`config.mk`:
```
export PLATFORM = sky130hd
export DESIGN_NAME = tstc_front
export DESIGN_NICKNAME = d
export VERILOG_FILES = /design/src/sv/parametric_sphere_torus_tessellator_core_defines.svh /design/src/sv/tstc_pkg.sv /design/src/sv/tstc_front.sv
export SDC_FILE = /design/constraint.sdc
export NUM_CORES = 1
export LEC_CHECK = 0
export CORE_ASPECT_RATIO = 0.6
export CORE_MARGIN = 1
export CORE_UTILIZATION = 55
export DETAILED_ROUTE_END_ITERATION = 8
export DONT_BUFFER_PORTS = 1
export PLACE_DENSITY = 0.72
export SETUP_SLACK_MARGIN = 0.1
export SYNTH_ARGS = -nofsm -noshare
export SYNTH_HDL_FRONTEND = slang
export SYNTH_SLANG_ARGS = --single-unit
```
`constraint.sdc`:
```
create_clock -name clk -period 6 [get_ports clk]
set_input_delay 0.3 -clock clk [delete_from_list [all_inputs] [get_ports clk]]
set_output_delay 0.3 -clock clk [all_outputs]
set_load 0.005 [all_outputs]
```
`src/sv/parametric_sphere_torus_tessellator_core_defines.svh`:
```
// assertion macros shared by the tessellator modules
// no dependencies; included inside module bodies
`ifndef PARAMETRIC_SPHERE_TORUS_TESSELLATOR_CORE_DEFINES_SVH
`define PARAMETRIC_SPHERE_TORUS_TESSELLATOR_CORE_DEFINES_SVH

// consequent must hold in the same cycle as the antecedent
`define TSTC_ASSERT_NOW(LABEL, CLK, RSTN, ANTE, CONS) \
	LABEL: assert property (@(posedge CLK) disable iff (!RSTN) (ANTE) |-> (CONS)) \
		else $error("tessellator check failed");

// consequent must hold in the cycle after the antecedent
`define TSTC_ASSERT_NEXT(LABEL, CLK, RSTN, ANTE, CONS) \
	LABEL: assert property (@(posedge CLK) disable iff (!RSTN) (ANTE) |=> (CONS)) \
		else $error("tessellator check failed");

`endif

```
`src/sv/tstc_pkg.sv`:
```
// shared types, constants and arithmetic helpers of the tessellator
// no dependencies
package tstc_pkg;

	localparam int MAX_SEGMENTS = 256;
	localparam int ANGLE_STEPS  = 16;
	localparam int FRAC_BITS    = 12;

	localparam int SEG_W     = 9;
	localparam int IDX_W     = 17;
	localparam int POS_W     = 17;
	localparam int NORM_W    = 16;
	localparam int TEX_W     = 16;
	localparam int RAD_W     = 15;
	localparam int TURN_BITS = 24;
	localparam int QUO_W     = TURN_BITS + 1;
	localparam int TEX_FRAC  = 15;
	localparam int TEX_SHIFT = TURN_BITS - TEX_FRAC;
	localparam int DIV_LAT   = TURN_BITS + 1;
	localparam int CORDIC_W  = 32;
	localparam int ZW        = 26;
	localparam int WIDE_W    = 48;
	localparam int NORM_FRAC = 14;
	localparam int PROD_FRAC = 2 * NORM_FRAC;
	localparam int RAD_FRAC  = 12;
	localparam int TOR_FRAC  = PROD_FRAC + RAD_FRAC;
	localparam int NORM_LIM  = 16384;
	localparam int POS_MAX   = 65535;
	localparam int POS_MIN   = -65536;

	localparam int QUEUE_DEPTH = 4;
	localparam int PTR_W       = $clog2(QUEUE_DEPTH);
	localparam int CNT_W       = $clog2(QUEUE_DEPTH + 1);

	localparam int ADDR_W = 5;
	localparam int DATA_W = 32;

	localparam logic signed [CORDIC_W-1:0] CORDIC_START = 32'sd163008219;
	localparam logic signed [ZW-1:0]       EIGHTH       = 26'sd2097152;

	localparam logic [21:0] ATAN_TAB [24] = '{
		22'd2097152, 22'd1238021, 22'd654136, 22'd332050, 22'd166669, 22'd83416,
		22'd41718, 22'd20860, 22'd10430, 22'd5215, 22'd2608, 22'd1304,
		22'd652, 22'd326, 22'd163, 22'd81, 22'd41, 22'd20,
		22'd10, 22'd5, 22'd3, 22'd1, 22'd1, 22'd0
	};

	typedef enum logic {CMD_VERTEX = 1'b0, CMD_CELL = 1'b1} cmd_t;
	typedef enum logic {SHAPE_SPHERE = 1'b0, SHAPE_TORUS = 1'b1} shape_t;
	typedef enum logic [2:0] {
		REG_SHAPE = 3'd0,
		REG_COLS  = 3'd1,
		REG_ROWS  = 3'd2,
		REG_MAJOR = 3'd3,
		REG_MINOR = 3'd4
	} reg_idx_t;

	typedef struct packed {
		shape_t             shape;
		logic [SEG_W-1:0]   cols;
		logic [SEG_W-1:0]   rows;
		logic [RAD_W-1:0]   major;
		logic [RAD_W-1:0]   minor;
	} cfg_t;

	typedef struct packed {
		cmd_t             cmd;
		logic [SEG_W-1:0] col;
		logic [SEG_W-1:0] row;
		logic [IDX_W-1:0] idx;
	} q_item_t;

	typedef struct packed {
		cmd_t             kind;
		logic             last;
		logic [IDX_W-1:0] idx;
		logic [TEX_W-1:0] tex_u;
		logic [TEX_W-1:0] tex_v;
	} sb_t;

	function automatic logic [SEG_W-1:0] seg_clamp(input logic [SEG_W-1:0] v);
		logic [SEG_W-1:0] r;
		r = v;
		if (v == '0) r = SEG_W'(1);
		else if (32'(v) > MAX_SEGMENTS) r = SEG_W'(MAX_SEGMENTS);
		return r;
	endfunction

	// add half then floor shift
	function automatic logic signed [WIDE_W-1:0] rnd_shift(
		input logic signed [WIDE_W-1:0] v, input int s);
		logic signed [WIDE_W-1:0] half;
		half = WIDE_W'(1) <<< (s - 1);
		return (v + half) >>> s;
	endfunction

	function automatic logic signed [POS_W-1:0] sat_pos(input logic signed [WIDE_W-1:0] v);
		logic signed [POS_W-1:0] r;
		if (v > WIDE_W'(POS_MAX)) r = POS_W'(POS_MAX);
		else if (v < WIDE_W'(POS_MIN)) r = POS_W'(POS_MIN);
		else r = POS_W'(v);
		return r;
	endfunction

	function automatic logic signed [NORM_W-1:0] sat_norm(input logic signed [WIDE_W-1:0] v);
		logic signed [NORM_W-1:0] r;
		if (v > WIDE_W'(NORM_LIM)) r = NORM_W'(NORM_LIM);
		else if (v < -WIDE_W'(NORM_LIM)) r = -NORM_W'(NORM_LIM);
		else r = NORM_W'(v);
		return r;
	endfunction

endpackage

```
`src/sv/tstc_front.sv`:
```
// front end: takes commands, clamps the grid position and forms the base index
// depends on tstc_pkg
module tstc_front (
	input  logic                     clk,
	input  logic                     arst_n,
	input  logic                     start,
	input  logic                     cmd,
	input  logic [tstc_pkg::SEG_W-1:0] grid_col,
	input  logic [tstc_pkg::SEG_W-1:0] grid_row,
	input  tstc_pkg::cfg_t           cfg,
	input  logic [tstc_pkg::CNT_W-1:0] q_level,
	output logic                     busy,
	output logic                     push,
	output tstc_pkg::q_item_t        push_item
);
	import tstc_pkg::*;

	cmd_t               kind;
	logic               accept;
	logic [SEG_W-1:0]   cols, rows, col_lim, row_lim, col_c, row_c;
	logic [SEG_W:0]     width;
	logic [2*SEG_W:0]   row_base;
	logic [IDX_W-1:0]   idx;
	logic               valid_s1;
	q_item_t            item_s1;

	assign kind   = cmd_t'(cmd);
	assign cols   = seg_clamp(cfg.cols);
	assign rows   = seg_clamp(cfg.rows);
	// room must remain for the item already held in the stage register
	assign busy   = (int'(q_level) + int'(valid_s1)) >= QUEUE_DEPTH;
	assign accept = start && !busy;

	always_comb begin
		col_lim = cols;
		row_lim = rows;
		if (kind == CMD_CELL) begin
			col_lim = cols - SEG_W'(1);
			row_lim = rows - SEG_W'(1);
		end
		col_c    = (grid_col > col_lim) ? col_lim : grid_col;
		row_c    = (grid_row > row_lim) ? row_lim : grid_row;
		width    = {1'b0, cols} + (SEG_W+1)'(1);
		row_base = (2*SEG_W+1)'(row_c) * (2*SEG_W+1)'(width);
		idx      = row_base[IDX_W-1:0] + IDX_W'(col_c);
	end

	always_ff @(posedge clk or negedge arst_n) begin
		if (!arst_n) begin
			valid_s1 <= 1'b0;
		end else begin
			valid_s1 <= accept;
		end
	end

	always_ff @(posedge clk) begin
		if (accept) begin
			item_s1.cmd <= kind;
			item_s1.col <= col_c;
			item_s1.row <= row_c;
			item_s1.idx <= idx;
		end
	end

	assign push      = valid_s1;
	assign push_item = item_s1;

endmodule

```
-- After elaboration in Yosys (flattened, before gate mapping)
Index checks and enable logic that the tools add are counted.
- register bits: 37
- input port bits: 74
- word-level logic and storage cells: 28
- add/subtract/negate cells: 5
- multiply operators: 1
- $lt $le $gt $ge: 5
- multiplexer cells: 8
- reduce and logical (&&, ||, !) cells: 4
- operators by type and width (operator ; count):
    $mux 9 ; 8
    $gt 9x9->1 ; 2
    $gt 9x9->1 const B ; 2
    $logic_not 9->1 ; 2
    $sub 9x1->9 const B ; 2
    $add 17x9->17 ; 1
    $mul 9x10->17 ; 1
    $add 9x1->10 const B ; 1
    $add 3x1->4 ; 1
    $ge 4x3->1 const B ; 1
    $logic_and 1x1->1 ; 1
    $logic_not 1->1 ; 1

-- Longest topological paths before layout
Gate-level depths: netlist (run 1).
- depth in word-level cells: 9
- depth in mapped cells: 32
- depth with buffers taken out: 32

-- Worst setup path before layout (run 1)
No wires, ideal clock.
- kind: input-to-reg
- start: input cfg[34] (netlist bit)
- end: register item_s1 (netlist bit push_item[15]) (data pin)
- setup time: 0.258 ns
- arrival time: 6.955 ns
- required time: 5.742 ns
- slack: -1.212 ns
- cell stages on the path: 30
- path buffers: 0
- path through: or4_1 nor3_2 a21oi_1 o21ba_1 inv_1 ha_1 nand3_1 o21bai_4 a21boi_2 o21ai_1 a21oi_4 mux2i_4 nor2_1 fa_1 fa_1 inv_1 fa_1 inv_1 fa_1 inv_1 fa_1 inv_1 ha_1 o21ai_0 nor2_1 o41ai_1 a21oi_1 a211o_1 a21oi_1 xnor2_1
- longest elaborated chain between the ends: 9
- elaborated cells on any way between the ends: 10
- those cells by class: 2 x add/sub; 1 x mul; 2 x order compare; 4 x mux; 1 x reduce/logical
- ends and longest elaborated chain (element ; RTL line ; text):
    start, declared ; tstc_front.sv:10 ; input tstc_pkg::cfg_t cfg,
    $gt 9x9->1 ; tstc_pkg.sv:85 ; else if (32'(v) > MAX_SEGMENTS) r = SEG_W'(MAX_SEGMENTS);
    $mux 9 ; tstc_pkg.sv:85 ;
    $mux 9 * ; tstc_pkg.sv:84 ; if (v == '0) r = SEG_W'(1);
    $sub 9x1->9 ; tstc_front.sv:39 ; row_lim = rows - SEG_W'(1);
    $mux 9 * ; tstc_front.sv:37 ; if (kind == CMD_CELL) begin
    $gt 9x9->1 ; tstc_front.sv:42 ; row_c = (grid_row > row_lim) ? row_lim : grid_row;
    $mux 9 * ; tstc_front.sv:42 ;
    $mul 9x10->17 * ; tstc_front.sv:44 ; row_base = (2*SEG_W+1)'(row_c) * (2*SEG_W+1)'(width);
    $add 17x9->17 * ; tstc_front.sv:45 ; idx = row_base[IDX_W-1:0] + IDX_W'(col_c);
    named net idx[15] ; tstc_front.sv:23 ; logic [IDX_W-1:0] idx;
    end, declared ; tstc_front.sv:25 ; q_item_t item_s1;
Mark *: on every way through the listed nets, which the timed path passes. The rest lies on a longest branch.
A chain may end at the register's enable or synchronous reset.

-- Final worst setup path (run 1)
- start: input cfg[34] (netlist bit)
- end: register item_s1 (netlist bit push_item[15]) (data pin)
- longest elaborated chain between the ends: 9
- elaborated cells on any way between the ends: 10
- those cells by class: 2 x add/sub; 1 x mul; 2 x order compare; 4 x mux; 1 x reduce/logical
- ends and longest elaborated chain (element ; RTL line ; text):
    $gt 9x9->1 ; tstc_pkg.sv:85 ;
    $mux 9 ; tstc_pkg.sv:85 ;
    $mux 9 * ; tstc_pkg.sv:84 ;
    $sub 9x1->9 ; tstc_front.sv:39 ;
    $mux 9 * ; tstc_front.sv:37 ;
    $gt 9x9->1 ; tstc_front.sv:42 ;
    $mux 9 * ; tstc_front.sv:42 ;
    named net row_c[0] ; tstc_front.sv:20 ; logic [SEG_W-1:0] cols, rows, col_lim, row_lim, col_c, row_c;
    $mul 9x10->17 * ; tstc_front.sv:44 ;
    $add 17x9->17 * ; tstc_front.sv:45 ;
    named net idx[15] ; tstc_front.sv:23 ;
Marks and branches as above.

==> results.yml, run 1 <==
global_routing:
  antenna_found_initial: 0
  overflow: 0
  grt_max_degree: 38
  grt.total_usage: 0.315
  grt_pass1_vias: 4974
  grt_pass1_wl_um: 24300
clocking:
  clk_pin_slew_ns: 0.07
  numCtsBuffers: 5
  cts-root-buf: "clkbuf_16"
  cts_num_sinks: 37
  cts_tree: "built"
  clock_latency_ns: 0.28
  htreeDepth: 2
  clk_path_buf_depth: 2
setup_path:
  required_ns: 6.04
  cp_slowest_cell: "fa_1"
  path_max_fanout: 8
  cp_common_cell: "fa_1"
  critPathLaunchType: "primary input"
  crit_type: "in -> reg"
  crit_path_end_kind: "flip-flop"
  arrival_ns: 6.78
  critPathMaxStageDelay_ns: 0.55
floorplanning:
  start_util: 0.583
  die_h_um: 79.4
  die_w_um: 131
  io_pins: 112
  die-area_sq_um: 10400
  fp.coreArea_sq_um: 9430
  fp-row-count: 27
sta:
  finalWorstSetupSlack_ns: -0.735
  setup-tns-final_ns: -6.13
  setup_viol_count_final: 12
  fin_crit_sh: 1.12
  relSlewSlack: 0.240
  clock-skew-final_ns: 0.00482
  max_slew.worst_pin.slew_ns: 1.14
  drv_slew: 0
  period_minus_slack_ns: 6.73
  hold_violations: 0
  rsz0062_at_grt: "true"
  whs_ns: 0.111
  max_freq_mhz: 148
detailed_routing:
  routedWlPerCell_um: 18.1
  avgViaCountPerCell: 5.56
  first_pass_iters: 5
  vias: 4664
  drtIter0Drc: 253
  remaining_drc_errors: 0
  drt_wl_total_um: 15200
  detail-route-antenna-nets: 0
power:
  p_per_area_nw_per_um2: 495
  leakage_uw: 0.00345
  ir_drop_v: 0.000584
finish:
  final_cell_mix: "buf_4, inv_1, fa_1"
  area_growth_pct: 31.0
  drive_above_1_share: 0.324
  diodes: 0
  final_common_cell: "buf_4"
  final_area_sq_um: 7190
  final_cells: 839
  fin_nets: 909
placed_design:
  gp_congestion: 0.939
  dp_hpwl_um: 12100
  dpl_cell_area_sq_um: 6690
  place_inst: 813
  pre_cts_ws_ns: -1.20
  portBuffers: 0
yosys:
  synth_area_sq_um: 5490
  ys.flop_type: "edfxtp_1"
  yosys.area.top_type_share: 0.222
  avgSynthCellArea_sq_um: 9.47
  yosys.area.top_type: "fa_1"
  async_flop_share: 0.0270
  seq_area_frac_synth: 0.201
  ys_top_cells_by_area: "fa_1, edfxtp_1, ha_1"
  yosysWarnings: 0
  ys_types: 58
  syn_inst: 580
  synth_edf_count: 36
  ys_seq_elements: 37
run_status:
  failed_checks: "negative setup slack"
  outcome: "complete, but fails checks"
min_path:
  hp-class: "in -> reg"
flow_run:
  maxCapViolations: 0
## where the power goes
part / leakage, uW / switching [uW] / internal, uW
Clock: 0.0000831 / 122 / 208
Combinational: 0.00301 / 1290 / 1460
Sequential: 0.000351 / 38.7 / 444
Total: 0.00345 / 1450 / 2110
## cell usage after synthesis (9+ instances only)
master     n
xnor2_1   19
a21oi_1   16
edfxtp_1  36
inv_1     89
nor2b_1   14
o21ai_0   11
nand2_1   50
fa_1      61
xor2_1    10
nor2_1    63
and2_1     9
ha_1      66
nand3_1    9
## worst max-delay path, delay by kind of cell
family / cells / cell delay, ns
buffers and inverters: 6 / 0.41
xor gates and xnor gates: 1 / 0.08
AOI/OAI and AO/OA: 12 / 2.22
muxes: 1 / 0.23
and+or+nand+nor: 3 / 0.64
adders and majority gates: 7 / 2.91
## registers in the layout, summed over array words and instances, names as in the netlist
register / cells
push_item: 36
push: 1
## routing by layer
metal  share of wire  global-route usage  wire length (um)
met1            0.45               0.427              6760
met2            0.45               0.521              6900
met3           0.091              0.0804              1380
met4          0.0085              0.0402               129
met5               0                   0                 0
## final timing paths
kind	slack, ns	from	cells after the start	to
setup reg to reg	4.06	push$_DFF_PN0_	2	push_item[17]$_DFFE_PP_
hold / removal	0.11	cmd	0	push_item[35]$_DFFE_PP_
max in group asynchronous	5.68	arst_n	1	push$_DFF_PN0_
setup / recovery	-0.73	cfg[34]	30	push_item[15]$_DFFE_PP_
hold reg to reg	0.88	push$_DFF_PN0_	2	push$_DFF_PN0_
min in group asynchronous	0.22	arst_n	1	push$_DFF_PN0_
## repair_timing
action	in CTS	in global routing
gates cloned	0	0
pin swaps	18	15
resized for setup	21	15
endpoints found under the setup margin	12	13
buffers inserted	11	6
hold buffers	1	0
hold endpoints to repair	1	0
## through the flow
step	utilization	total power (uW)
floorplan	-	2120
global placement	0.710	2830
detailed placement	0.710	2940
CTS	0.751	3430
global route	0.763	3880
finish	0.763	3560
## cell families (layout without fill, tap and decap cells)
kind of cell	after synthesis	in the layout	share of synthesized area
buffers and inverters	100	224	0.0688
AND/OR/NAND/NOR	185	185	0.158
other	2	7	0.00137
flip-flops	37	37	0.201
AO/OA/AOI/OAI	80	80	0.103
XOR/XNOR	29	29	0.0463
adder cells (fa/ha/maj)	127	127	0.373
multiplexers	20	20	0.0476
## layout make-up
| cell class | instances | area, sq um |
|---|---|---|
| tap | 130 | 163 |
| clock inverter | 2 | 37.5 |
| timing repair buffer | 126 | 981 |
| multi-input combinational | 448 | 4430 |
| fill | 639 | 2230 |
| clock buffer | 6 | 139 |
| sequential | 37 | 1110 |
| inverter | 90 | 338 |
Power figures use the tool's default switching activity.
==> run 2: changes to the inputs <==
- ABC_AREA: default -> 1
- CORE_MARGIN: 1 -> 5
- CTS_BUF_LIST: default -> sky130_fd_sc_hd__clkbuf_8
==> run 2 against run 1 <==
  * The run still ends with negative setup slack left
  * Clock skew is 0.0070 ns higher
  * Register-to-register slack barely moved
  * Critical path depth increased by 5
  * Combinational power is 37% higher
  * Largest cell class unchanged
==> results.yml, run 2 <==
floorplanning:
  io_pins: 112
  start_util: 0.562
  die_w_um: 139
  fp-row-count: 28
  die_h_um: 87.7
  fp.coreArea_sq_um: 9840
  die-area_sq_um: 12200
setup_path:
  cp_common_cell: "fa_1"
  arrival_ns: 6.32
  critPathMaxStageDelay_ns: 0.58
  crit_path_end_kind: "flip-flop"
  path_buf_inv: 9
  path_max_fanout: 8
  critPathLaunchType: "primary input"
  required_ns: 6.06
  crit_type: "in -> reg"
  cp_slowest_cell: "fa_2"
  path_delay_family: "adder cells"
finish:
  final_area_sq_um: 7470
  final_cell_mix: "nand2_1, buf_4, inv_1"
  drive_above_1_share: 0.334
  largest_register_ffs: 36
  final_common_cell: "nand2_1"
  fill_cells: 676
  area_growth_pct: 35.2
  fin_util: 0.759
  diodes: 0
  fin_nets: 1024
yosys:
  yosysMostFrequentCell: "nand2_1"
  synth_area_sq_um: 5530
  synth_compound_area_frac: 0.0611
  ys_types: 41
  synthSimpleGateAreaFrac: 0.237
  syn_inst: 685
  avgSynthCellArea_sq_um: 8.07
  synth_commonest_cells: "nand2_1, inv_1, nor2_1, ha_1, fa_1"
  yosysWarnings: 0
  ys_top_cells_by_area: "fa_1, edfxtp_1, ha_1"
  yosys.area.top_type: "fa_1"
  ys.flop_type: "edfxtp_1"
  seq_area_frac_synth: 0.200
  synth_xor_area_frac: 0.0396
  yosys.area.top_type_share: 0.221
  synth_top_family_by_area: "adder cells"
  synth_mux_area_frac: 0
  synth_edf_count: 36
  ys_seq_elements: 37
  async_flop_share: 0.0270
  synth-adder-area-share: 0.370
global_routing:
  grt_pass1_wl_um: 26900
  grt_max_degree: 38
  antenna_found_initial: 0
  grt_pass1_vias: 5478
  grt.total_usage: 0.277
  overflow: 0
detailed_routing:
  avgViaCountPerCell: 5.45
  drtIter0Drc: 293
  first_pass_iters: 5
  drt_wl_total_um: 17000
  routedWlPerCell_um: 17.7
  detail-route-antenna-nets: 0
  vias: 5222
  remaining_drc_errors: 0
clocking:
  cts-root-buf: "clkbuf_8"
  clock_latency_ns: 0.31
  clk_pin_slew_ns: 0.09
  cts_num_sinks: 37
  clk_path_buf_depth: 2
  htreeDepth: 2
  cts_tree: "built"
  numCtsBuffers: 5
sta:
  clock-skew-final_ns: 0.0118
  finalWorstSetupSlack_ns: -0.263
  max_slew.worst_pin.slew_ns: 1.15
  rsz0062_at_grt: "true"
  setup_viol_count_final: 10
  max_freq_mhz: 160
  hold_violations: 0
  fin_crit_sh: 1.04
  relSlewSlack: 0.233
  period_minus_slack_ns: 6.26
  drv_slew: 0
run_status:
  outcome: "complete, but fails checks"
  failed_checks: "negative setup slack"
placed_design:
  gp_congestion: 0.962
  dp_hpwl_um: 12600
  dpl_cell_area_sq_um: 6610
  portBuffers: 0
power:
  leakage_uw: 0.00374
  p_per_area_nw_per_um2: 601
  ir_drop_v: 0.000583
flow_run:
  maxCapViolations: 0
min_path:
  hp-class: "in -> reg"
-- run 2: changes by cell type in the layout (fill, tap and decap cells not counted), sizes merged, moves of 10 or more --
cell,change
o21ai,+10
xnor2,-14
xor2,+10
nor2,+22
nand3,+30
mux2,-11
nor2b,-14
inv,+36
nand2,+113
-- run 2: per-layer routing --
metal  share of wire  track usage
met1            0.42        0.358
met2            0.47        0.477
met3           0.091       0.0731
met4           0.019       0.0613
met5               0            0
-- run 2: what timing repair did --
| item | in CTS | in global routing |
|---|---|---|
| pin swaps | 31 | 24 |
| gates resized for setup | 69 | 41 |
| gates cloned | 1 | 0 |
| endpoints found under the hold margin | 1 | 0 |
| setup endpoints to repair | 10 | 12 |
| hold buffers | 1 | 0 |
| setup buffers | 25 | 7 |
-- run 2: power breakdown --
group	internal (uW)	total [uW]	switching, uW
registers	468	498	30.1
clock network	122	228	106
logic	1850	3760	1920
-- run 2: layout make-up --
class / count / area, sq um / share of cell area
repair inverters: 1 / 7.51 / 0.00100
multi-input cells: 522 / 4590 / 0.615
repair buffers: 128 / 995 / 0.133
inverters: 128 / 495 / 0.0663
clock inverters: 3 / 38.8 / 0.00519
flip-flops and latches: 37 / 1110 / 0.148
well taps: 135 / 169 / 0.0226
clock buffers: 5 / 68.8 / 0.00921
-- run 2: logic make-up after synthesis --
kind of cell             count (synthesis)
AO/OA/AOI/OAI                           55
XOR/XNOR                                25
adder cells (fa/ha/maj)                127
buffers and inverters                  131
flip-flops                              37
other                                    2
AND/OR/NAND/NOR                        308
-- run 2: path summary, 6_finish.rpt --
check | startpoint | slack, ns | cells past startpoint | endpoint
worst min register to register | push$_DFF_PN0_ | 0.89 | 2 | push$_DFF_PN0_
min in group asynchronous | arst_n | 0.20 | 1 | push$_DFF_PN0_
worst max register to register | push$_DFF_PN0_ | 4.06 | 2 | push_item[26]$_DFFE_PP_
worst min-delay path | cmd | 0.07 | 0 | push_item[35]$_DFFE_PP_
worst max-delay path | cfg[38] | -0.26 | 35 | push_item[11]$_DFFE_PP_
max in group asynchronous | arst_n | 5.70 | 1 | push$_DFF_PN0_
-- run 2: stage by stage --
step	setup WS [ns]	hold slack, ns	setup TNS [ns]	total power [uW]	std cells
after floorplan	-0.0521	0.00441	-0.111	2360	690
after global placement	-0.525	0.00445	-3.31	3420	917
after detailed placement	-0.562	0.00445	-4.69	3530	917
after CTS	-0.0318	0.0677	-0.0845	4190	952
after global routing	-0.521	0.0594	-4.58	4840	959
final	-0.263	0.0743	-1.68	4490	959
