**src/sv/parametric_sphere_torus_tessellator_core_defines.svh**
```systemverilog
// assertion macros shared by the tessellator modules
// no dependencies; included inside module bodies
`ifndef PARAMETRIC_SPHERE_TORUS_TESSELLATOR_CORE_DEFINES_SVH
`define PARAMETRIC_SPHERE_TORUS_TESSELLATOR_CORE_DEFINES_SVH

// consequent must hold in the same cycle as the antecedent
`define TSTC_ASSERT_NOW(LABEL, CLK, RSTN, ANTE, CONS) \
	LABEL: assert property (@(posedge CLK) disable iff (!RSTN) (ANTE) |-> (CONS)) \
		else $error("tessellator check failed");

// consequent must hold in the cycle after the antecedent
`define TSTC_ASSERT_NEXT(LABEL, CLK, RSTN, ANTE, CONS) \
	LABEL: assert property (@(posedge CLK) disable iff (!RSTN) (ANTE) |=> (CONS)) \
		else $error("tessellator check failed");

`endif

```
**src/sv/tstc_pkg.sv**
```systemverilog
// shared types, constants and arithmetic helpers of the tessellator
// no dependencies
package tstc_pkg;

	localparam int MAX_SEGMENTS = 256;
	localparam int ANGLE_STEPS  = 16;
	localparam int FRAC_BITS    = 12;

	localparam int SEG_W     = 9;
	localparam int IDX_W     = 17;
	localparam int POS_W     = 17;
	localparam int NORM_W    = 16;
	localparam int TEX_W     = 16;
	localparam int RAD_W     = 15;
	localparam int TURN_BITS = 24;
	localparam int QUO_W     = TURN_BITS + 1;
	localparam int TEX_FRAC  = 15;
	localparam int TEX_SHIFT = TURN_BITS - TEX_FRAC;
	localparam int DIV_LAT   = TURN_BITS + 1;
	localparam int CORDIC_W  = 32;
	localparam int ZW        = 26;
	localparam int WIDE_W    = 48;
	localparam int NORM_FRAC = 14;
	localparam int PROD_FRAC = 2 * NORM_FRAC;
	localparam int RAD_FRAC  = 12;
	localparam int TOR_FRAC  = PROD_FRAC + RAD_FRAC;
	localparam int NORM_LIM  = 16384;
	localparam int POS_MAX   = 65535;
	localparam int POS_MIN   = -65536;

	localparam int QUEUE_DEPTH = 4;
	localparam int PTR_W       = $clog2(QUEUE_DEPTH);
	localparam int CNT_W       = $clog2(QUEUE_DEPTH + 1);

	localparam int ADDR_W = 5;
	localparam int DATA_W = 32;

	localparam logic signed [CORDIC_W-1:0] CORDIC_START = 32'sd163008219;
	localparam logic signed [ZW-1:0]       EIGHTH       = 26'sd2097152;

	localparam logic [21:0] ATAN_TAB [24] = '{
		22'd2097152, 22'd1238021, 22'd654136, 22'd332050, 22'd166669, 22'd83416,
		22'd41718, 22'd20860, 22'd10430, 22'd5215, 22'd2608, 22'd1304,
		22'd652, 22'd326, 22'd163, 22'd81, 22'd41, 22'd20,
		22'd10, 22'd5, 22'd3, 22'd1, 22'd1, 22'd0
	};

	typedef enum logic {CMD_VERTEX = 1'b0, CMD_CELL = 1'b1} cmd_t;
	typedef enum logic {SHAPE_SPHERE = 1'b0, SHAPE_TORUS = 1'b1} shape_t;
	typedef enum logic [2:0] {
		REG_SHAPE = 3'd0,
		REG_COLS  = 3'd1,
		REG_ROWS  = 3'd2,
		REG_MAJOR = 3'd3,
		REG_MINOR = 3'd4
	} reg_idx_t;

	typedef struct packed {
		shape_t             shape;
		logic [SEG_W-1:0]   cols;
		logic [SEG_W-1:0]   rows;
		logic [RAD_W-1:0]   major;
		logic [RAD_W-1:0]   minor;
	} cfg_t;

	typedef struct packed {
		cmd_t             cmd;
		logic [SEG_W-1:0] col;
		logic [SEG_W-1:0] row;
		logic [IDX_W-1:0] idx;
	} q_item_t;

	typedef struct packed {
		cmd_t             kind;
		logic             last;
		logic [IDX_W-1:0] idx;
		logic [TEX_W-1:0] tex_u;
		logic [TEX_W-1:0] tex_v;
	} sb_t;

	function automatic logic [SEG_W-1:0] seg_clamp(input logic [SEG_W-1:0] v);
		logic [SEG_W-1:0] r;
		r = v;
		if (v == '0) r = SEG_W'(1);
		else if (32'(v) > MAX_SEGMENTS) r = SEG_W'(MAX_SEGMENTS);
		return r;
	endfunction

	// add half then floor shift
	function automatic logic signed [WIDE_W-1:0] rnd_shift(
		input logic signed [WIDE_W-1:0] v, input int s);
		logic signed [WIDE_W-1:0] half;
		half = WIDE_W'(1) <<< (s - 1);
		return (v + half) >>> s;
	endfunction

	function automatic logic signed [POS_W-1:0] sat_pos(input logic signed [WIDE_W-1:0] v);
		logic signed [POS_W-1:0] r;
		if (v > WIDE_W'(POS_MAX)) r = POS_W'(POS_MAX);
		else if (v < WIDE_W'(POS_MIN)) r = POS_W'(POS_MIN);
		else r = POS_W'(v);
		return r;
	endfunction

	function automatic logic signed [NORM_W-1:0] sat_norm(input logic signed [WIDE_W-1:0] v);
		logic signed [NORM_W-1:0] r;
		if (v > WIDE_W'(NORM_LIM)) r = NORM_W'(NORM_LIM);
		else if (v < -WIDE_W'(NORM_LIM)) r = -NORM_W'(NORM_LIM);
		else r = NORM_W'(v);
		return r;
	endfunction

endpackage

```
**src/sv/tstc_queue.sv**
```systemverilog
// short queue between front and back ends
// depends on tstc_pkg and the assertion macro header
module tstc_queue (
	input  logic                       clk,
	input  logic                       arst_n,
	input  logic                       push,
	input  tstc_pkg::q_item_t          push_item,
	input  logic                       pop,
	output tstc_pkg::q_item_t          head,
	output logic                       not_empty,
	output logic [tstc_pkg::CNT_W-1:0] level
);
	import tstc_pkg::*;
	`include "parametric_sphere_torus_tessellator_core_defines.svh"

	q_item_t            mem_q [QUEUE_DEPTH];
	logic [PTR_W-1:0]   wr_q, rd_q;
	logic [CNT_W-1:0]   cnt_q;

	always_ff @(posedge clk or negedge arst_n) begin
		if (!arst_n) begin
			wr_q  <= '0;
			rd_q  <= '0;
			cnt_q <= '0;
		end else begin
			if (push) wr_q <= (wr_q == PTR_W'(QUEUE_DEPTH - 1)) ? '0 : wr_q + PTR_W'(1);
			if (pop)  rd_q <= (rd_q == PTR_W'(QUEUE_DEPTH - 1)) ? '0 : rd_q + PTR_W'(1);
			cnt_q <= cnt_q + CNT_W'(push) - CNT_W'(pop);
		end
	end

	always_ff @(posedge clk) begin
		if (push) mem_q[wr_q] <= push_item;
	end

	assign head      = mem_q[rd_q];
	assign not_empty = cnt_q != '0;
	assign level     = cnt_q;

	`TSTC_ASSERT_NOW(a_push_room, clk, arst_n, push, cnt_q != CNT_W'(QUEUE_DEPTH))
	`TSTC_ASSERT_NOW(a_pop_data, clk, arst_n, pop, cnt_q != '0)
	`TSTC_ASSERT_NOW(a_level_bound, clk, arst_n, 1'b1, cnt_q <= CNT_W'(QUEUE_DEPTH))

endmodule

```
**config.mk**
```make
export PLATFORM = sky130hd
export DESIGN_NAME = tstc_queue
export DESIGN_NICKNAME = d
export VERILOG_FILES = /design/src/sv/tstc_pkg.sv /design/src/sv/tstc_queue.sv
export VERILOG_INCLUDE_DIRS = /design/src /design/src/sv
export SDC_FILE = /design/constraint.sdc
export NUM_CORES = 1
export LEC_CHECK = 0
export BUFFER_PORTS_ARGS = -buffer_cell sky130_fd_sc_hd__buf_4
export CAP_MARGIN = 20
export CORE_ASPECT_RATIO = 0.6
export CORE_MARGIN = 3
export CORE_UTILIZATION = 56
export CTS_CLUSTER_SIZE = 10
export DETAILED_ROUTE_END_ITERATION = 16
export GPL_TIMING_DRIVEN = 1
export HOLD_SLACK_MARGIN = 0.02
export PLACE_DENSITY_LB_ADDON = 0.2
export REMOVE_ABC_BUFFERS = 1
export SYNTH_ARGS = -nofsm -noshare
export SYNTH_HDL_FRONTEND = slang
export SYNTH_SLANG_ARGS = --single-unit
export TNS_END_PERCENT = 30
```
**constraint.sdc**
```tcl
create_clock -name clk -period 2.3 [get_ports clk]
set_input_delay 0.115 -clock clk [delete_from_list [all_inputs] [get_ports clk]]
set_output_delay 0.115 -clock clk [all_outputs]
set_load 0.1 [all_outputs]
```
# --- After elaboration in Yosys (flattened, before gate mapping) ---
# Memory sizes are Yosys's and may differ from the RTL's.
# Index checks and enable logic that the tools add are counted.
op_classes:
  n_addsub: 4
  eq_ne: 2
  reduce_logical: 1
  mux: 4
op_table:
  columns: ["op", "count"]
  rows:
  - ["$add A2 B1 Y2 const B", 2]
  - ["$eq A2 B2 Y1 const B", 2]
  - ["$mux W2", 2]
  - ["$add A3 B1 Y3", 1]
  - ["$reduce_bool A3 Y1", 1]
  - ["$sub A3 B1 Y3", 1]
  - ["$mux W1", 2]
totals:
  reg_bits: 7
  mem_bits_rw: 144
  n_memories: 1
mem_list:
  columns: ["memory", "words", "width", "read_ports", "rd_ports_with_merged_regs", "write_ports", "line_no", "source"]
  rows:
  - ["mem_q", 4, 36, 1, 0, 1, "tstc_queue.sv:16", "q_item_t mem_q [QUEUE_DEPTH];"]

# --- Depth between registers and ports, before layout ---
# Gate-level depths: netlist (run 1).
depth:
  depth_word: 2
  mapped_depth: 8

# --- Worst setup path after synthesis (run 1) ---
# OpenSTA, ideal clock, no wires.
synth_path:
  path_type: "register to register"
  startpoint: "reg cnt_q[0], in the netlist level[0]"
  endpoint: "reg cnt_q[2], in the netlist level[2]"
  arrival_time_ns: 2.168
  stages_incl_launch_ff: 9
  n_path_buf: 0
  path_slack_ns: -0.026
  synth_period_minus_slack_ns: 2.326
  required_time_ns: 2.142
  cell_sequence: "dfrtp_1 inv_1 ha_1 inv_1 ha_1 inv_1 fa_1 xnor2_1 xnor2_1"
synth_between:
  elab_chain_len: 2
synth_rtl:
  columns: ["item", "line_no", "source"]
  rows:
  - ["start, declared", "tstc_queue.sv:18", "logic [CNT_W-1:0] cnt_q;"]
  - ["start signal, assigned", "tstc_queue.sv:28", "cnt_q <= cnt_q + CNT_W'(push) - CNT_W'(pop);"]
  - ["$add A3 B1 Y3", "tstc_queue.sv:28", null]
  - ["$sub A3 B1 Y3", "tstc_queue.sv:28", null]
# Every way passes these cells.
# A chain may end at the register's enable or synchronous reset.

==> summary.txt, run 1 <==
Status: complete, no violations
Die Span Y: 83.5 µm
DRT iter0 DRCs: 215
HPWL after DPL: 5740 µm
Register area share after synthesis: 80.2%
Area growth syn-to-layout: 33.0%
Unique masters post-synth: 19
Root Buffer: clkbuf_16
Worst-Margin Slew: 0.432 ns
DR DRC count: 0
Via density: 5.34
Vias: 2,683
Die ar.: 11,300 µm²
Initial antenna violation count: 0
TritonCTS clock tree: built
ANT cells: 0
Headroom to the max-slew limit: 71.2%
Worst Clk Skew: 0.00515 ns
Setup TNS: 0 ns
RSZ-0062 raised after global routing: false
Tot GR Track Use: 19.7%
Syn Area/Cell: 25.2 µm²
Largest net degree at the start of global routing: 37
# Max-Cap Violations: 0
CP Capture Type: output pin
Crit path launch type: flop
Commonest non-fill, non-tap cell in the layout: edfxtp_1
Post-synth EDFFs: 144
Number of global-route vias before repair: 2,882
First-pass GRT wire length: 16,100 µm
Ratio of cells with drive above 1 in the final layout: 43.0%
Fmax: 493 MHz
GPL Wtd Cong: 0.749
CTS Sinks: 151
Drt first pass iters: 5
Final setup margin: 0.271 ns
Mapped Area: 5610 µm²
Overflow after GRT: 0
Syn. warnings: 0
Cts bufs inserted: 17
#FFs+latches synth: 151
Ports: 80
Max Transition Viols Final: 0
Worst min path class: in2async
Htree depth: 4
Critical path type: reg2out
# port buffers: 79
Crit Path Max Fanout: 22
Period minus WS final: 2.03 ns
Fin util: 78.9%
Critical Path RT: 2.18 ns
Final Hold Fails: 0
Async S/R FF share, synth: 4.64%
Routed wire length: 10,100 µm
Clk_lat worst skew: 0.41 ns
Cells after Synth: 223
# setup viols final: 0
Postcts setup bufs: 0
Die Span X: 135 µm
Core Box Area: 9460 µm²
Commonest non-fill, non-tap cells in the layout: edfxtp_1, buf_4, dlygate4sd3_1
Average wire per standard cell: 20.1 µm
Layout Nets: 407
Tcrit/Tclk final: 88.2%
Dpl ws: 0.596 ns
Dominant synthesized flop cell: edfxtp_1
Clock-pin slew on the worst setup and hold paths: 0.06 ns
Number of routed nets with antenna violations: 0
Clock Path Buffers: 2
Crit path DAT: 1.91 ns
Row count: 27
Initial Utilization: 59.3%
==> cells in the mapped netlist (2+ instances only) <==
master / count / share of area [%]
edfxtp_1: 144 / 77
mux4_2: 36 / 14
dfrtp_1: 7 / 3.1
ha_1: 7 / 1.6
inv_1: 6 / 0.40
and2_1: 4 / 0.45
buf_2: 4 / 0.36
mux2_2: 2 / 0.40
o21ai_0: 2 / 0.18
xnor2_1: 2 / 0.31
==> kinds of logic after synthesis <==
logic type	share of synthesized area, %
xor+xnor	0.312
flops	80.2
simple gates	0.847
fa+ha+maj	1.92
buf+inv	1.72
compound gates	0.178
mux	14.8
==> final timing paths <==
| kind | end | startpoint | slack, ns | cells after the start |
|---|---|---|---|---|
| worst max-delay path | head[20] | rd_q[1] | 0.27 | 3 |
| worst min-delay path | wr_q[0] | arst_n | 0.08 | 2 |
| worst max register to register | level[2] | level[0] | 0.54 | 8 |
| worst min register to register | level[2] | level[2] | 0.54 | 1 |
| max in group asynchronous | rd_q[0] | arst_n | 2.07 | 2 |
| min in group clk | mem_q[2][12] | push_item[12] | 0.44 | 2 |
==> per-layer routing <==
metal  global-route usage (%)  vias up  part of all wire [%]
li1                         -     1207                     -
met1                     25.9     1381                    43
met2                     31.1       79                    50
met3                     6.81       16                   5.4
met4                     6.59        0                   1.2
met5                        0        -                     0
==> what timing repair did <==
action	4_1_cts	5_1_grt
hold buffers	39	0
endpoints found under the hold margin	155	0
gates resized for setup	0	0
==> flip-flops by register name, summed over array words and instances (netlist names) <==
register / cells
wr_q: 2
mem_q: 144
level: 3
rd_q: 2
==> critical path: stages (launching register included) <==
cell and delay [ns]:
dfrtp_2 0.64, buf_12 0.24, mux4_2 0.35, buf_4 0.25
==> final cells by class <==
| class | count | area, µm² |
|---|---|---|
| Fill cell | 505 | 1990 |
| Tap cell | 130 | 163 |
| Inverter | 6 | 22.5 |
| Clock buffer | 17 | 425 |
| Timing Repair Buffer | 125 | 1120 |
| Multi-Input combinational cell | 58 | 1020 |
| Clock inverter | 15 | 208 |
| Sequential cell | 151 | 4500 |
==> stage by stage <==
step | std cells | cell area (µm²) | hold WS [ns]
2_1_floorplan | 215 | 5540 | -0.181
3_3_place_gp | 431 | 6440 | -0.0617
3_5_place_dp | 431 | 6440 | -0.0584
4_1_cts | 502 | 7460 | 0.0591
5_1_grt | 502 | 7460 | 0.0735
6_report | 502 | 7460 | 0.0780
Power of run 1 is left out: the tool's default activity adds up to more than one toggle a clock period on the data nets, which glitch-free logic cannot reach.
==> run 2, diff against run 1 <==
- CORE_MARGIN: 3 -> 1.5
- clock period: 2.3 -> 1.9 ns (I/O delays scaled with it)
==> run 2 against run 1 <==
The flow now finishes with violations (negative setup slack). Setup slack lost 0.28 ns. Sequential share of layout area shrank 2.2 points. Via count grew 2.6%. Clock-buffer cell count up 2. Routed wire length grew 3.5%. Core utilization about the same. Largest cell class unchanged.
==> summary.txt, run 2 (same netlist as run 1, synthesis figures left out) <==
Status: complete, but fails checks (was complete, no violations)
Failing checks: negative setup slack
# fillers: 515 (was 505)
Commonest non-fill, non-tap cells in the layout: edfxtp_1, buf_4, dlygate4sd3_1 (unchanged)
Max Transition Viols Final: 0 (unchanged)
Crit path launch type: flop (unchanged)
Die Span Y: 80.5 µm (was 83.5 µm)
Final Hold Fails: 0 (unchanged)
Drt first pass iters: 4 (was 5)
Register area: 4500 µm² (unchanged)
Wl on met1: 4530 µm (was 4330 µm)
Period minus WS final: 1.90 ns
Ratio of cells with drive above 1 in the final layout: 44.6% (was 43.0%)
Cts bufs inserted: 17 (unchanged)
Met2 wire length: 5250 µm (was 5080 µm)
HPWL after DPL: 6160 µm (was 5740 µm)
Clock-pin slew on the worst setup and hold paths: 0.06 ns (about the same)
# Max-Cap Violations: 0 (unchanged)
Row count: 28 (was 27)
GPL Wtd Cong: 0.676 (was 0.749)
Metal3 WL: 592 µm (was 547 µm)
Worst min path class: in2async (unchanged)
Die Span X: 132 µm (was 135 µm)
DRT iter0 DRCs: 158 (was 215)
CP Capture Type: output pin (unchanged)
Clk_lat worst skew: 0.41 ns (about the same)
Ports: 80 (unchanged)
Max reg flops: 144 (unchanged)
CTS Sinks: 151 (unchanged)
Average wire per standard cell: 20.2 µm (was 20.1 µm)
Headroom to the max-slew limit: 73.8% (was 71.2%)
Number of global-route vias before repair: 2,962 (was 2,882)
Routed wire length: 10,400 µm (was 10,100 µm)
Placed Instances: 441 (was 431)
Non-Filler Instances: 518 (was 502)
Crit path DAT: 1.81 ns (was 1.91 ns)
First-pass GRT wire length: 16,300 µm (was 16,100 µm)
Critical path type: reg2out (unchanged)
Fmax: 525 MHz
Via density: 5.32 (was 5.34)
Vias: 2,754 (was 2,683)
Tot GR Track Use: 21.9% (was 19.7%)
Area growth syn-to-layout: 38.0% (was 33.0%)
ANT cells: 0 (unchanged)
Initial antenna violation count: 0 (unchanged)
Clock Path Buffers: 2 (unchanged)
Commonest non-fill, non-tap cell in the layout: edfxtp_1 (unchanged)
Critical Path RT: 1.80 ns (was 2.18 ns)
Core Box Area: 9810 µm² (was 9460 µm²)
Worst Clk Skew: 0.00570 ns (was 0.00515 ns)
TritonCTS clock tree: built (unchanged)
Overflow after GRT: 0 (unchanged)
Root Buffer: clkbuf_16 (unchanged)
DR DRC count: 0 (unchanged)
Top Metal Used: met4 (unchanged)
Tcrit/Tclk final: 100%
Final setup margin: -0.00457 ns (was 0.271 ns)
Layout Nets: 418 (was 407)
Htree depth: 4 (unchanged)
Initial Utilization: 57.2% (was 59.3%)
Multi-input logic area: 1020 µm² (unchanged)
Die ar.: 10,700 µm² (was 11,300 µm²)
Worst-Margin Slew: 0.392 ns (was 0.432 ns)
Largest net degree at the start of global routing: 34 (was 37)
# setup viols final: 2 (was 0)
Number of routed nets with antenna violations: 0 (unchanged)
Largest register by flop count: mem_q (unchanged)
# port buffers: 79 (unchanged)
RSZ-0062 raised after global routing: true (was false)
Crit Path Max Fanout: 7 (was 22)
-- run 2: repair_timing --
action	in CTS	in global routing
endpoints found under the hold margin	156	0
setup endpoints to repair	32	36
cloned	2	0
hold buffers	39	0
pin swaps	0	0
gates resized for setup	46	4
buffers inserted	4	0
-- run 2: worst paths after layout --
check	startpoint	end	slack [ns]	cells after the start
max	rd_q[0]	head[9]	-0.005	4
min	arst_n	level[2]	0.04	2
max reg2reg	level[0]	level[2]	0.19	8
min reg2reg	level[2]	level[2]	0.51	1
max in group asynchronous	arst_n	rd_q[0]	1.71	2
min in group clk	push_item[2]	mem_q[2][2]	0.42	2
-- run 2: metrics by stage --
step	instance area [µm²]	util, %	hold WS [ns]	setup TNS [ns]	setup WS (ns)
after floorplan	5540	-	-0.201	-26.58	-0.694
after global placement	6470	66.0	-0.0811	0	0.274
final	7740	79.0	0.0441	-0.00580	-0.00457
after global routing	7740	79.0	0.0327	-1.11	-0.0651
after CTS	7730	78.8	0.0473	-0.0980	-0.0320
after detailed placement	6470	66.0	-0.0793	0	0.242
-- run 2: area by class of cell --
| type | instances | area share, % |
|---|---|---|
| flip-flops and latches | 151 | 58.1 |
| multi-input cells | 58 | 13.2 |
| clock buffers | 19 | 5.59 |
| well taps | 135 | 2.18 |
| repair buffers | 136 | 18.3 |
| inverters | 6 | 0.291 |
| clock inverters | 13 | 2.31 |
-- run 2: critical path: stages, from the launching register on --
cell     delay (ns)
dfrtp_2        0.37
buf_6          0.14
buf_12         0.14
mux4_2         0.56
buf_12         0.19
-- run 2: metal layers --
metal  global-route usage [%]  vias up
met2                     35.6       89
met5                        0        -
li1                         -     1234
met3                     6.57        6
met1                     29.0     1425
met4                     7.36        0
Power of run 2 is left out for the same reason.
==> run 3, diff against run 2 <==
- SKIP_CTS_REPAIR_TIMING: unset -> 1
==> run 3 against run 2 <==
The flow still finishes with violations (negative setup slack). Critical path depth is the same. Setup slack gained 0.0013 ns. Core utilization shrank 0.22 points. Flip-flop and latch count is the same. Clock-buffer cell count is the same. First-iteration DRC count grew 1.9%. Worst hold slack gained 0.0012 ns. Register-to-register slack is essentially flat. Routed wire length is essentially flat. Global-route usage shrank 1.7 points. Fmax is essentially flat. Via count grew 1.0%. Critical endpoint is now head[4]. Largest cell class unchanged. Highest routed layer unchanged.
==> summary.txt, run 3 (same netlist as run 1, synthesis figures left out) <==
GR Layer Usage met3: 7.07% (was 6.57%)
Worst min path class: in2async (unchanged)
DR DRC count: 0 (unchanged)
CTS Sinks: 151 (unchanged)
Crit path DAT: 1.81 ns (about the same)
HPWL after DPL: 6160 µm (unchanged)
Initial antenna violation count: 0 (unchanged)
Worst R2R End: level[2] (unchanged)
Largest register by flop count: mem_q (unchanged)
Reg2reg start: level[0] (unchanged)
Largest net degree at the start of global routing: 34 (unchanged)
Critical path type: reg2out (unchanged)
Max Transition Viols Final: 0 (unchanged)
Final setup margin: -0.00330 ns (was -0.00457 ns)
Slowest cell delay on critical path: 0.55 ns (was 0.56 ns)
# Max-Cap Violations: 0 (unchanged)
Number of routed nets with antenna violations: 0 (unchanged)
RSZ-0062 raised after global routing: true (unchanged)
Worst Clk Skew: 0.00684 ns (was 0.00570 ns)
Ports: 80 (unchanged)
Die Span X: 132 µm (unchanged)
ANT cells: 0 (unchanged)
Core Box Area: 9810 µm² (unchanged)
Commonest non-fill, non-tap cells in the layout: edfxtp_1, buf_4, dlygate4sd3_1 (unchanged)
Clk_lat worst skew: 0.41 ns (about the same)
Die ar.: 10,700 µm² (unchanged)
Cts bufs inserted: 17 (unchanged)
Fmax: 525 MHz (about the same)
Root Buffer: clkbuf_16 (unchanged)
Area growth syn-to-layout: 37.6% (was 38.0%)
Overflow after GRT: 0 (unchanged)
Routed wire length: 10,500 µm (was 10,400 µm)
Row count: 28 (unchanged)
Status: complete, but fails checks (unchanged)
Headroom to the max-slew limit: 73.1% (was 73.8%)
Critical Path RT: 1.80 ns (about the same)
Failing checks: negative setup slack (unchanged)
Slowest stage cell, crit path: mux4_2 (unchanged)
Number of global-route vias before repair: 2,686 (was 2,962)
# fillers: 525 (was 515)
# port buffers: 79 (unchanged)
Period minus WS final: 1.90 ns (about the same)
Crit Path Max Fanout: 7 (unchanged)
Vias: 2,782 (was 2,754)
Via density: 5.37 (was 5.32)
Dpl ws: 0.242 ns (unchanged)
Die Span Y: 80.5 µm (unchanged)
Average wire per standard cell: 20.2 µm (about the same)
GRT Max-Usage Layer: met2 (unchanged)
First-pass GRT wire length: 15,000 µm (was 16,300 µm)
# setup viols final: 1 (was 2)
Clock-pin slew on the worst setup and hold paths: 0.06 ns (about the same)
Max reg flops: 144 (unchanged)
GPL Wtd Cong: 0.676 (unchanged)
Tcrit/Tclk final: 100% (about the same)
Initial Utilization: 57.2% (unchanged)
Register-to-Register Path Depth: 8 (unchanged)
Placement Cell Area: 6470 µm² (unchanged)
Post-route design area: 7720 µm² (was 7740 µm²)
Ratio of cells with drive above 1 in the final layout: 44.6% (unchanged)
Met1 usage: 27.4% (was 29.0%)
TritonCTS clock tree: built (unchanged)
Layout Nets: 418 (unchanged)
Drt first pass iters: 4 (unchanged)
Clock Path Buffers: 2 (unchanged)
Htree depth: 4 (unchanged)
Crit path launch type: flop (unchanged)
Final Hold Fails: 0 (unchanged)
Worst-Margin Slew: 0.403 ns (was 0.392 ns)
Met2 Track Usage GR: 31.2% (was 35.6%)
Slack of the worst reg-to-reg path: 0.19 ns (about the same)
CP Capture Type: output pin (unchanged)
CP cell instances: buf_12, clkbuf_16, mux4_2, buf_12 (was buf_6, buf_12, mux4_2, buf_12)
Crit path top cell by count: buf_12 (unchanged)
DRT iter0 DRCs: 161 (was 158)
Commonest non-fill, non-tap cell in the layout: edfxtp_1 (unchanged)
Tot GR Track Use: 20.2% (was 21.9%)
[run 3: changes by cell type in the layout (fill, tap and decap cells not counted), sizes merged]
cell	before	now
buf	97	95
clkbuf	19	21
[run 3: critical path: cells and delay by family (launching register included)]
family | cells | cell delay, ns
flops | 1 | 0.37
buf+inv | 3 | 0.49
mux | 1 | 0.55
[run 3: layer usage]
| layer | vias to the layer above | part of all wire, % |
|---|---|---|
| met5 | - | 0 |
| met1 | 1455 | 45 |
| met2 | 82 | 50 |
| li1 | 1235 | - |
| met4 | 0 | 1.1 |
| met3 | 10 | 4.6 |
[run 3: cell type report]
type                    instances  area [µm²]  area share [%]
repair buffers                136        1400            18.1
clock inverters                13         179            2.32
clock buffers                  19         433            5.61
well taps                     135         169            2.19
inverters                       6        22.5           0.292
flip-flops and latches        151        4500            58.3
multi-input cells              58        1020            13.2
[run 3: how the worst max path moves through the flow]
stage,endpoint,from,cells after the start,slack [ns]
floorplan,head[0],rd_q[0],1,-0.69
global placement,head[9],rd_q[0],3,0.27
detailed placement,level[2],level[0],8,0.24
CTS,head[9],rd_q[0],3,-0.18
global route,head[4],rd_q[0],4,-0.05
finish,head[4],rd_q[0],4,-0.003
[run 3: per-stage QoR]
step	hold slack [ns]	utilization [%]	setup TNS, ns	cells
6_report	0.0453	78.7	-0.00330	518
5_1_grt	0.0355	78.7	-0.932	518
4_1_cts	-0.522	72.2	-4.76	473
3_5_place_dp	-0.0793	66.0	0	441
3_3_place_gp	-0.0811	66.0	0	441
2_1_floorplan	-0.201	-	-26.58	215
Power of run 3 is left out for the same reason.
